`config.mk`:
```
export PLATFORM = sky130hd
export DESIGN_NAME = gn3_fade
export DESIGN_NICKNAME = d
export VERILOG_FILES = /design/src/rtl/gn3_pkg.sv /design/src/rtl/gn3_fade.sv
export SDC_FILE = /design/constraint.sdc
export NUM_CORES = 2
export LEC_CHECK = 0
export BUFFER_PORTS_ARGS = -buffer_cell sky130_fd_sc_hd__buf_2
export CORE_MARGIN = 2
export CORE_UTILIZATION = 61
export DETAILED_ROUTE_END_ITERATION = 10
export GPL_TIMING_DRIVEN = 0
export PLACE_DENSITY_LB_ADDON = 0.08
export SYNTH_ARGS = -nofsm -noshare
export SYNTH_HDL_FRONTEND = slang
export SYNTH_SLANG_ARGS = --single-unit
```
`constraint.sdc`:
```
create_clock -name i_clk -period 7.1 [get_ports i_clk]
set_clock_uncertainty 0.2 [all_clocks]
set_input_delay 1.42 -clock i_clk [delete_from_list [all_inputs] [get_ports i_clk]]
set_output_delay 1.42 -clock i_clk [all_outputs]
set_load 0.01 [all_outputs]
```
`src/rtl/gn3_pkg.sv`:
```
`default_nettype none

package gn3_pkg;

    // Request and response payloads
    typedef struct packed {
        logic               req_type;
        logic [7:0]         table_index;
        logic [7:0]         table_value;
        logic signed [31:0] coord_x;
        logic signed [31:0] coord_y;
        logic signed [31:0] coord_z;
    } t_req;

    typedef struct packed {
        logic signed [15:0] noise_value;
        logic               was_load;
    } t_rsp;

    // Request codes
    localparam logic REQ_LOAD   = 1'b0;
    localparam logic REQ_SAMPLE = 1'b1;

    // Datapath widths
    localparam int FRAC_W = 16;   // Q0.16 fraction
    localparam int T_W    = 17;   // fade weight, reaches 1.0
    localparam int CRD_W  = 18;   // signed corner offset
    localparam int GRAD_W = 19;   // gradient dot product
    localparam int LERP_W = 20;   // interpolated value

    // Clamp limits in Q3.16
    localparam logic signed [LERP_W-1:0] L_POS_ONE = 20'sd65536;
    localparam logic signed [LERP_W-1:0] L_NEG_ONE = -20'sd65536;

endpackage

`default_nettype wire

```
`src/rtl/gn3_fade.sv`:
```
`default_nettype none

// Quintic fade 6t^5-15t^4+10t^3, five register stages.
module gn3_fade
    import gn3_pkg::*;
(
    input  wire logic              i_clk,
    input  wire logic              i_en,
    input  wire logic [FRAC_W-1:0] i_t,
    output logic      [T_W-1:0]    o_f
);

    logic [15:0] r1_t;
    logic [19:0] r1_m;
    logic [31:0] r1_t2;
    logic [35:0] r2_p;
    logic [47:0] r2_t3f;
    logic [19:0] r3_c;
    logic [31:0] r3_t3;
    logic [51:0] r4_prod;
    logic [T_W-1:0] r5_f;
    logic [35:0] n3_sum;
    logic [51:0] n5_sum;

    // rounding adds
    always_comb begin
        n3_sum = r2_p + 36'd32768;
        n5_sum = r4_prod + 52'h0_8000_0000;
    end

    always_ff @(posedge i_clk) begin
        if (i_en) begin
            // t, 15 - 6t, t^2
            r1_t   <= i_t;
            r1_m   <= 20'd983040 - 20'(i_t) * 20'd6;
            r1_t2  <= 32'(i_t) * 32'(i_t);
            // t*(15-6t), t^3
            r2_p   <= 36'(r1_t) * 36'(r1_m);
            r2_t3f <= 48'(r1_t2) * 48'(r1_t);
            // c = 10 - t*(15-6t)
            r3_c   <= 20'd655360 - n3_sum[35:16];
            r3_t3  <= r2_t3f[47:16];
            // t^3 * c
            r4_prod <= 52'(r3_t3) * 52'(r3_c);
            r5_f    <= n5_sum[48:32];
        end
    end

    assign o_f = r5_f;

endmodule

`default_nettype wire

```
==> impl_results.md <==
- Worst slew pin tran: 965 ps
- Worst-path maximum fanout: 6
- RSZ-0062 raised after global routing: true
- Routability cong.: 1.01
- Max-slew headroom: 0.356
- Slack of the worst reg-to-reg path: -70 ps
- Seq/Total Area, Yosys: 0.104
- Violation count after the first detailed-route iteration: 2,579
- Data arrival time of the critical path: 7400 ps
- Most frequent standard cell in the layout excluding fill and tap cells: inv_1
- Flop and latch count out of synthesis: 204
- Setup slack at placement: -2160 ps
- Number of port buffers: 34
- Number of iterations in the first detailed-routing pass: 5
- Max Freq: 137 MHz
- Count of flip-flops with a built-in enable after synthesis: 204
- Total vias in the final route: approximately 42,000
- Setup TNS: -309 ps
- Hold wc startpoint: r2_t3f[35]
- Data required time of the critical path: ~7200 ps
- First-pass GRT wire length: 259 mm
- Skew-Pair Late Insertion Delay: 600 ps
- Most numerous cell on the critical path: fa_1
- P&R area growth vs syn: 10.3%
- Boundary Pins: 35
- Kind of critical path: primary input to register
- Post-Synthesis Mean Instance Area: 9.44 µm²
- Final Max Slew Viols: 0
- Total die area: 0.0988 mm²
- Reg2reg end: r4_prod[48]
- Post-layout worst setup margin: -205 ps
- Hold endpoint: r3_t3[19]
- Violated checks: negative setup slack
- Hold Crit Class: register to register
- Status: complete, but fails checks
- Maximum count of clock buffers along a single path: 3
- Routed wire length: ~170 mm
- Top cell family by delay on the critical path: adder cells
- RR Startpoint: r3_c[16]
- Cell chosen for the clock root: clkbuf_16
- Antenna violations before repair: 1
- Final setup vio count: 7
- Initial Util: 0.617
- Clock tree from TritonCTS: done
- Worst hold slack across all endpoints: 218 ps
- Post-route clock period utilization: 1.03
- Final number of hold-violating endpoints: 0
- Post-Synthesis Cells: 6,222
- Overall die width: 314 µm
- Highest-count cells in the layout ignoring fill and taps: 1,468 x inv_1, 1,305 x fa_1, 959 x nand2_1, 594 x and2_1, 467 x ha_1
- Num CTS Buffers: 25
- Share of flip-flops with an asynchronous set or reset: 0
- Via count of the first global-routing pass: 45,500
- Number of clock sinks seen by CTS: 204
- Overflow left after global routing: 0
- Worst setup EP type: register
- Logic depth of the worst register-to-register path: 23
- DRC: 0
- Synth Cell Area: 0.0587 mm²
- Hold_buf cts: 0
- Combined global-route utilization of all metal layers: 0.349
- Pin count of the biggest net entering global routing: 118
- Antenna Diode Count: 0
- Site row count: 113
- Height of the die: 314 µm
- Distinct cell type count after synthesis: 74
- Number of stages on the worst hold path: 0
- Final period demand of the worst path: 7300 ps
- Post-DR vias/cell: 5.50
- Antenna Violating Nets Remaining: 0
- Share of cells above drive strength 1: 0.0982
- Post-Layout Inst Area: 0.0648 mm²
- Critical path's largest stage delay: between 500 and 600 ps
- Placeable core area: around 0.095 mm²
- Total of warnings raised by yosys: 0
- Worst path buffer plus inverter count: 8
- Critical Path Source Type: primary input
- Placement Cell Area: 0.0606 mm²
- CTS H-tree lvls: 1
- Net Count, Synth: 8,069
- HPWL reported at the end of detailed placement: 140 mm
- Predominant post-synthesis flop cell: edfxtp_1
- Net count of the finished layout: between 8,000 and 9,000
- Cell with the largest stage delay on the worst path: fa_1
- Maxcap violations: 0
- Routed length per instance: 21.7 µm
- Reg clk slew, reported paths: 50 ps
==> area by class of cell <==
type / instances / area (µm²)
Sequential cell: 204 / 6130
Clock inverter: 17 / 123
Inverter: 1488 / 5620
Buffer: 260 / 2030
Timing Repair Buffer: 169 / 1530
Clock buffer: 29 / 641
Tap cell: 1265 / 1580
Fill cell: 7695 / 30400
Multi-Input combinational cell: 4256 / 47100
==> metal layers <==
metal,vias up,wire [µm],track usage
met4,0,12000,0.202
li1,18800,-,-
met5,-,0,0
met2,1597,80800,0.590
met3,409,10900,0.0423
met1,21500,63100,0.435
==> synth_stat cells (25+ instances only) <==
master    instances  area [µm²]
nand2_1         968        3630
inv_1          1486        5580
nor2_1          101         379
clkbuf_1        274        1030
and3_1           30         188
a21oi_1         111         556
nand3_1          37         185
and2_1          605        3780
o21ai_0          32         160
fa_1           1335       26700
xnor2_1         117        1020
o21ai_1          25         125
a21o_1           67         503
nor3_1           30         150
edfxtp_1        204        6130
xor2_1           59         517
ha_1            494        6180
==> sequential cells by signal, indices dropped and copies added (netlist names) <==
signal,count
r4_prod,18
r3_t3,32
o_f,17
r1_t2,30
r2_p,21
r2_t3f,32
r1_t,16
r1_m,18
r3_c,20
==> worst max-delay path by stage <==
stage,startpoint,cells past startpoint,to,slack [ps]
floorplan,i_t[3],26,r1_t2[31],-230
global placement,r1_t[3],23,r2_t3f[46],-2110
detailed placement,r1_t[3],23,r2_t3f[46],-2160
CTS,i_t[7],24,r1_t2[31],-170
global route,i_t[15],24,r1_t2[31],-340
finish,i_t[7],26,r1_t2[31],-200
==> logic make-up after synthesis <==
logic type / synth area share
AO/OA/AOI/OAI: 0.0419
XOR/XNOR: 0.0263
adder cells (fa/ha/maj): 0.560
buffers and inverters: 0.113
flip-flops: 0.104
multiplexers: 0.00107
AND/OR/NAND/NOR: 0.153
==> stage by stage <==
step | instances | util
after floorplan | 6222 | -
after global placement | 7521 | 0.637
after detailed placement | 7522 | 0.637
after CTS | 7631 | 0.668
after global routing | 7688 | 0.681
final | 7688 | 0.681
==> repair_timing <==
item / in CTS / in global routing
endpoints found under the setup margin: 85 / 50
pin swaps: 80 / 107
buffers inserted: 68 / 64
gates resized for setup: 436 / 321
cloned: 0 / 2
Power is not shown: default switching activity piles up to over one toggle a cycle in this logic, so the estimate is an artifact.
