`src/rtl/gn3_pkg.sv`:
```
`default_nettype none

package gn3_pkg;

    // Request and response payloads
    typedef struct packed {
        logic               req_type;
        logic [7:0]         table_index;
        logic [7:0]         table_value;
        logic signed [31:0] coord_x;
        logic signed [31:0] coord_y;
        logic signed [31:0] coord_z;
    } t_req;

    typedef struct packed {
        logic signed [15:0] noise_value;
        logic               was_load;
    } t_rsp;

    // Request codes
    localparam logic REQ_LOAD   = 1'b0;
    localparam logic REQ_SAMPLE = 1'b1;

    // Datapath widths
    localparam int FRAC_W = 16;   // Q0.16 fraction
    localparam int T_W    = 17;   // fade weight, reaches 1.0
    localparam int CRD_W  = 18;   // signed corner offset
    localparam int GRAD_W = 19;   // gradient dot product
    localparam int LERP_W = 20;   // interpolated value

    // Clamp limits in Q3.16
    localparam logic signed [LERP_W-1:0] L_POS_ONE = 20'sd65536;
    localparam logic signed [LERP_W-1:0] L_NEG_ONE = -20'sd65536;

endpackage

`default_nettype wire

```
`src/rtl/gn3_lerp.sv`:
```
`default_nettype none

// a + round((b-a)*t), three stages. i_t is taken in the cycle after i_a/i_b.
module gn3_lerp
    import gn3_pkg::*;
(
    input  wire logic                     i_clk,
    input  wire logic                     i_en,
    input  wire logic signed [LERP_W-1:0] i_a,
    input  wire logic signed [LERP_W-1:0] i_b,
    input  wire logic        [T_W-1:0]    i_t,
    output logic      signed [LERP_W-1:0] o_y
);

    localparam int D_W = LERP_W + 1;
    localparam int P_W = D_W + T_W + 1;

    logic signed [LERP_W-1:0] r1_a;
    logic signed [D_W-1:0]    r1_d;
    logic signed [LERP_W-1:0] r2_a;
    logic signed [P_W-1:0]    r2_p;
    logic signed [LERP_W-1:0] r3_y;
    logic signed [P_W-1:0]    n_sum;
    logic signed [P_W-1:0]    n_shr;

    // round half up, floor shift
    always_comb begin
        n_sum = r2_p + P_W'(32768);
        n_shr = n_sum >>> 16;
    end

    always_ff @(posedge i_clk) begin
        if (i_en) begin
            r1_a <= i_a;
            r1_d <= D_W'(i_b) - D_W'(i_a);
            r2_a <= r1_a;
            r2_p <= P_W'(r1_d) * P_W'($signed({1'b0, i_t}));
            r3_y <= r2_a + n_shr[LERP_W-1:0];
        end
    end

    assign o_y = r3_y;

endmodule

`default_nettype wire

```
`config.mk`:
```
export PLATFORM = sky130hd
export DESIGN_NAME = gn3_lerp
export DESIGN_NICKNAME = d
export VERILOG_FILES = /design/src/rtl/gn3_pkg.sv /design/src/rtl/gn3_lerp.sv
export SDC_FILE = /design/constraint.sdc
export NUM_CORES = 1
export LEC_CHECK = 0
export ABC_AREA = 0
export BUFFER_PORTS_ARGS = -buffer_cell sky130_fd_sc_hd__buf_2
export CAP_MARGIN = 20
export CORE_UTILIZATION = 45
export DETAILED_ROUTE_END_ITERATION = 10
export GPL_TIMING_DRIVEN = 0
export PLACE_DENSITY = 0.67
export SYNTH_ARGS = -nofsm -noshare
export SYNTH_HDL_FRONTEND = slang
export SYNTH_SLANG_ARGS = --single-unit
```
`constraint.sdc`:
```
create_clock -name i_clk -period 17.45 [get_ports i_clk]
set_clock_uncertainty 0.15 [all_clocks]
set_input_delay 1.745 -clock i_clk [delete_from_list [all_inputs] [get_ports i_clk]]
set_output_delay 1.745 -clock i_clk [all_outputs]
set_load 0.02 [all_outputs]
```
==> impl_metrics.env <==
export IMPL_row_count=71
export IMPL_setup_violations=0
export IMPL_cts_root_buf="clkbuf_16"
export IMPL_coreArea_um2=37800
export IMPL_drt_wirelength_per_cell_um=17.4
export IMPL_fin_setup_tns_ns=0
export IMPL_die_x_um=198
export IMPL_postCtsSetupRepairBufs=0
export IMPL_viasPerCell=5.05
export IMPL_drc=0
export IMPL_grt_pass1_vias=13300
export IMPL_place_area_um2=18400
export IMPL_rsz0062_at_grt="no"
export IMPL_clkLatencyLatePin_ns=0.34
export IMPL_drtIter0Drc=676
export IMPL_async_flop_share=0
export IMPL_wirelength_mm=41.3
export IMPL_crit_slowest_cell="fa_1"
export IMPL_cp_required_ns=17.40
export IMPL_cts_sinks=102
export IMPL_h_tree_depth=3
export IMPL_cp_depth=20
export IMPL_yosysWarnings=0
export IMPL_fillers=3512
export IMPL_ys_top_cells_by_area="fa_1, edfxtp_1, inv_1, ha_1, and2_1"
export IMPL_place_hpwl_mm=34.3
export IMPL_fmax_ghz=0.119
export IMPL_endpoint_kind="flip-flop"
export IMPL_cp_num_buf_inv=5
export IMPL_finalHoldViolCount=0
export IMPL_final_max_slew_viol_count=0
export IMPL_synth_edf_count=102
export IMPL_ctsLongestPathBuffers=2
export IMPL_ys_seq_area_frac=0.176
export IMPL_synth_top_area_frac=0.387
export IMPL_grt_pass1_wl_mm=68.5
export IMPL_max_stage_delay_ns=0.79
export IMPL_fin_area_um2=18800
export IMPL_min_period_ns=8.42
export IMPL_cp_startpoint="i_t[3]"
export IMPL_tritoncts="done"
export IMPL_place_gp_congestion=0.954
export IMPL_hold_buffers=0
export IMPL_reg2reg_depth=19
export IMPL_hp_class="reg -> reg"
export IMPL_yosys_most_used_dff="edfxtp_1"
export IMPL_ys_types=56
export IMPL_portBuffers=77
export IMPL_netlist_area_um2=17400
export IMPL_rr_endpoint="r2_p[34]"
export IMPL_post_place_ws_ns=8.77
export IMPL_multiInputGateArea_um2=12400
export IMPL_start_util=0.459
export IMPL_reg2reg_setup_slack_ns=9.88
export IMPL_fp_dieH_um=198
export IMPL_status="finished, final reports clean"
export IMPL_drive_above_1_share=0.0589
export IMPL_grt_ovfl_total=0
export IMPL_grt_antenna_before_repair=3
export IMPL_route_vias_total=12000
export IMPL_final_nets=2384
export IMPL_area_growth_pct=7.99
export IMPL_cts_made_buffers=9
export IMPL_ant_nets=0
export IMPL_ys_ff_latch=102
export IMPL_yosysTopAreaCell="fa_1"
export IMPL_seq_area_um2=3060
export IMPL_critPathCapture="r2_p[34]"
export IMPL_timing_rr_start="r1_d[20]"
export IMPL_setup_ws_ns=9.03
export IMPL_synth_nets=2295
export IMPL_critPathMaxFanout=10
export IMPL_critPathKind="in -> reg"
export IMPL_ios=79
export IMPL_crit_chain="buf_2 > clkbuf_1 > nand2_1 > fa_1 > fa_1 > inv_1 > fa_1 > fa_1 > fa_1 > inv_1 > fa_1 > inv_1 > ha_1 > and4_1 > nand4_1 > a21oi_1 > o211ai_2 > a31oi_2 > a21oi_1 > xnor2_1"
export IMPL_critical_path_arrival_ns=8.37
export IMPL_crit_top_cell="fa_1"
export IMPL_synth_cells=1774
export IMPL_startpoint_type="input port"
export IMPL_tightest_slew_ns=0.799
export IMPL_grt_total_usage=0.227
export IMPL_cap_violations=0
export IMPL_dr_pass1_iters=5
export IMPL_synth_avg_cell_area_um2=9.79
export IMPL_clkSlewWorstSetupHoldPaths_ns=0.07
export IMPL_path_delay_family="adder cells"
export IMPL_ctsResizeCount=0
export IMPL_yosysMostFrequentCell="inv_1"
export IMPL_slew_headroom=0.463
export IMPL_antenna_cells=0
export IMPL_synth_commonest_cells="inv_1, fa_1, nand2_1"
export IMPL_period_share=0.483
export IMPL_die_area_um2=39400
export IMPL_grt_start_max_net_pins=67
==> sequential cells by signal (all words and copies together), names as in the netlist <==
register	flops
r1_a	20
r1_d	21
r2_p	21
r2_a	20
o_y	20
==> layout make-up <==
cell class                 count  share of cell area
clock inverter                 5             0.00580
sequential                   102               0.163
clock buffer                   9              0.0120
tap                          511              0.0341
inverter                     457              0.0914
buffer                        56              0.0112
timing repair buffer          78              0.0221
multi-input combinational   1159               0.660
==> layout by cell type, fill, tap and decap left out, drive strengths merged, types with 3 or more instances in the layout <==
cell type	synthesis	layout
o31ai	7	7
buf	0	78
xor2	23	23
a31oi	3	3
a21oi	30	30
or3	4	4
edfxtp	102	102
clkbuf	56	65
nand2b	3	3
or4	3	3
o211ai	5	5
nor2b	6	6
o21bai	6	6
fa	336	336
inv	457	458
nand2	203	203
ha	126	126
nand3	22	22
bufinv	0	3
a21o	10	10
o2111ai	3	3
and3	11	11
and2	171	171
nand4	3	3
nor2	45	45
o31a	3	3
o21a	8	8
nor3	17	17
xnor2	63	63
o21ai	17	17
a211oi	5	5
o41ai	3	3
and4	4	4
==> routing by layer <==
| layer | vias to the layer above | global-route usage | share of wire |
|---|---|---|---|
| met5 | - | 0 | 0.00056 |
| met1 | 6024 | 0.302 | 0.42 |
| met3 | 63 | 0.0387 | 0.078 |
| met2 | 416 | 0.383 | 0.47 |
| li1 | 5499 | - | - |
| met4 | 4 | 0.0624 | 0.023 |
==> cell families after synthesis <==
logic type,count (synthesis),synth area share
flip-flops,102,0.176
AO/OA/AOI/OAI,115,0.0501
XOR/XNOR,86,0.0434
adder cells (fa/ha/maj),462,0.478
AND/OR/NAND/NOR,496,0.142
buffers and inverters,513,0.111
==> per-stage QoR <==
| stage | hold slack (ns) | std cells | utilization |
|---|---|---|---|
| floorplan | 0.250 | 1774 | - |
| CTS | 0.273 | 2377 | 0.496 |
| global route | 0.271 | 2377 | 0.496 |
| finish | 0.270 | 2377 | 0.496 |
| global placement | 0.251 | 2362 | 0.486 |
| detailed placement | 0.256 | 2363 | 0.487 |
==> worst min-delay path by stage <==
stage / from / endpoint / slack [ns] / cells after the start
final: r1_a[5] / r2_a[5] / 0.27 / 0
after global routing: r1_a[5] / r2_a[5] / 0.27 / 0
after CTS: r1_a[7] / r2_a[7] / 0.27 / 0
after global placement: r1_a[6] / r2_a[6] / 0.25 / 0
after floorplan: r1_a[0] / r2_a[0] / 0.25 / 0
after detailed placement: r1_a[7] / r2_a[7] / 0.26 / 0
==> worst reg2reg max path: cells and delay by family (launching register included) <==
| family | cells | cell delay [ns] |
|---|---|---|
| and+or+nand+nor | 3 | 0.66 |
| adders and majority gates | 7 | 3.56 |
| DFF | 1 | 0.64 |
| xor gates and xnor gates | 1 | 0.37 |
| buffers and inverters | 4 | 0.70 |
| AOI/OAI and AO/OA | 4 | 1.25 |
Power is left out: the tool's default activity adds up to more than one toggle a clock period on the data nets, which glitch-free logic cannot reach.
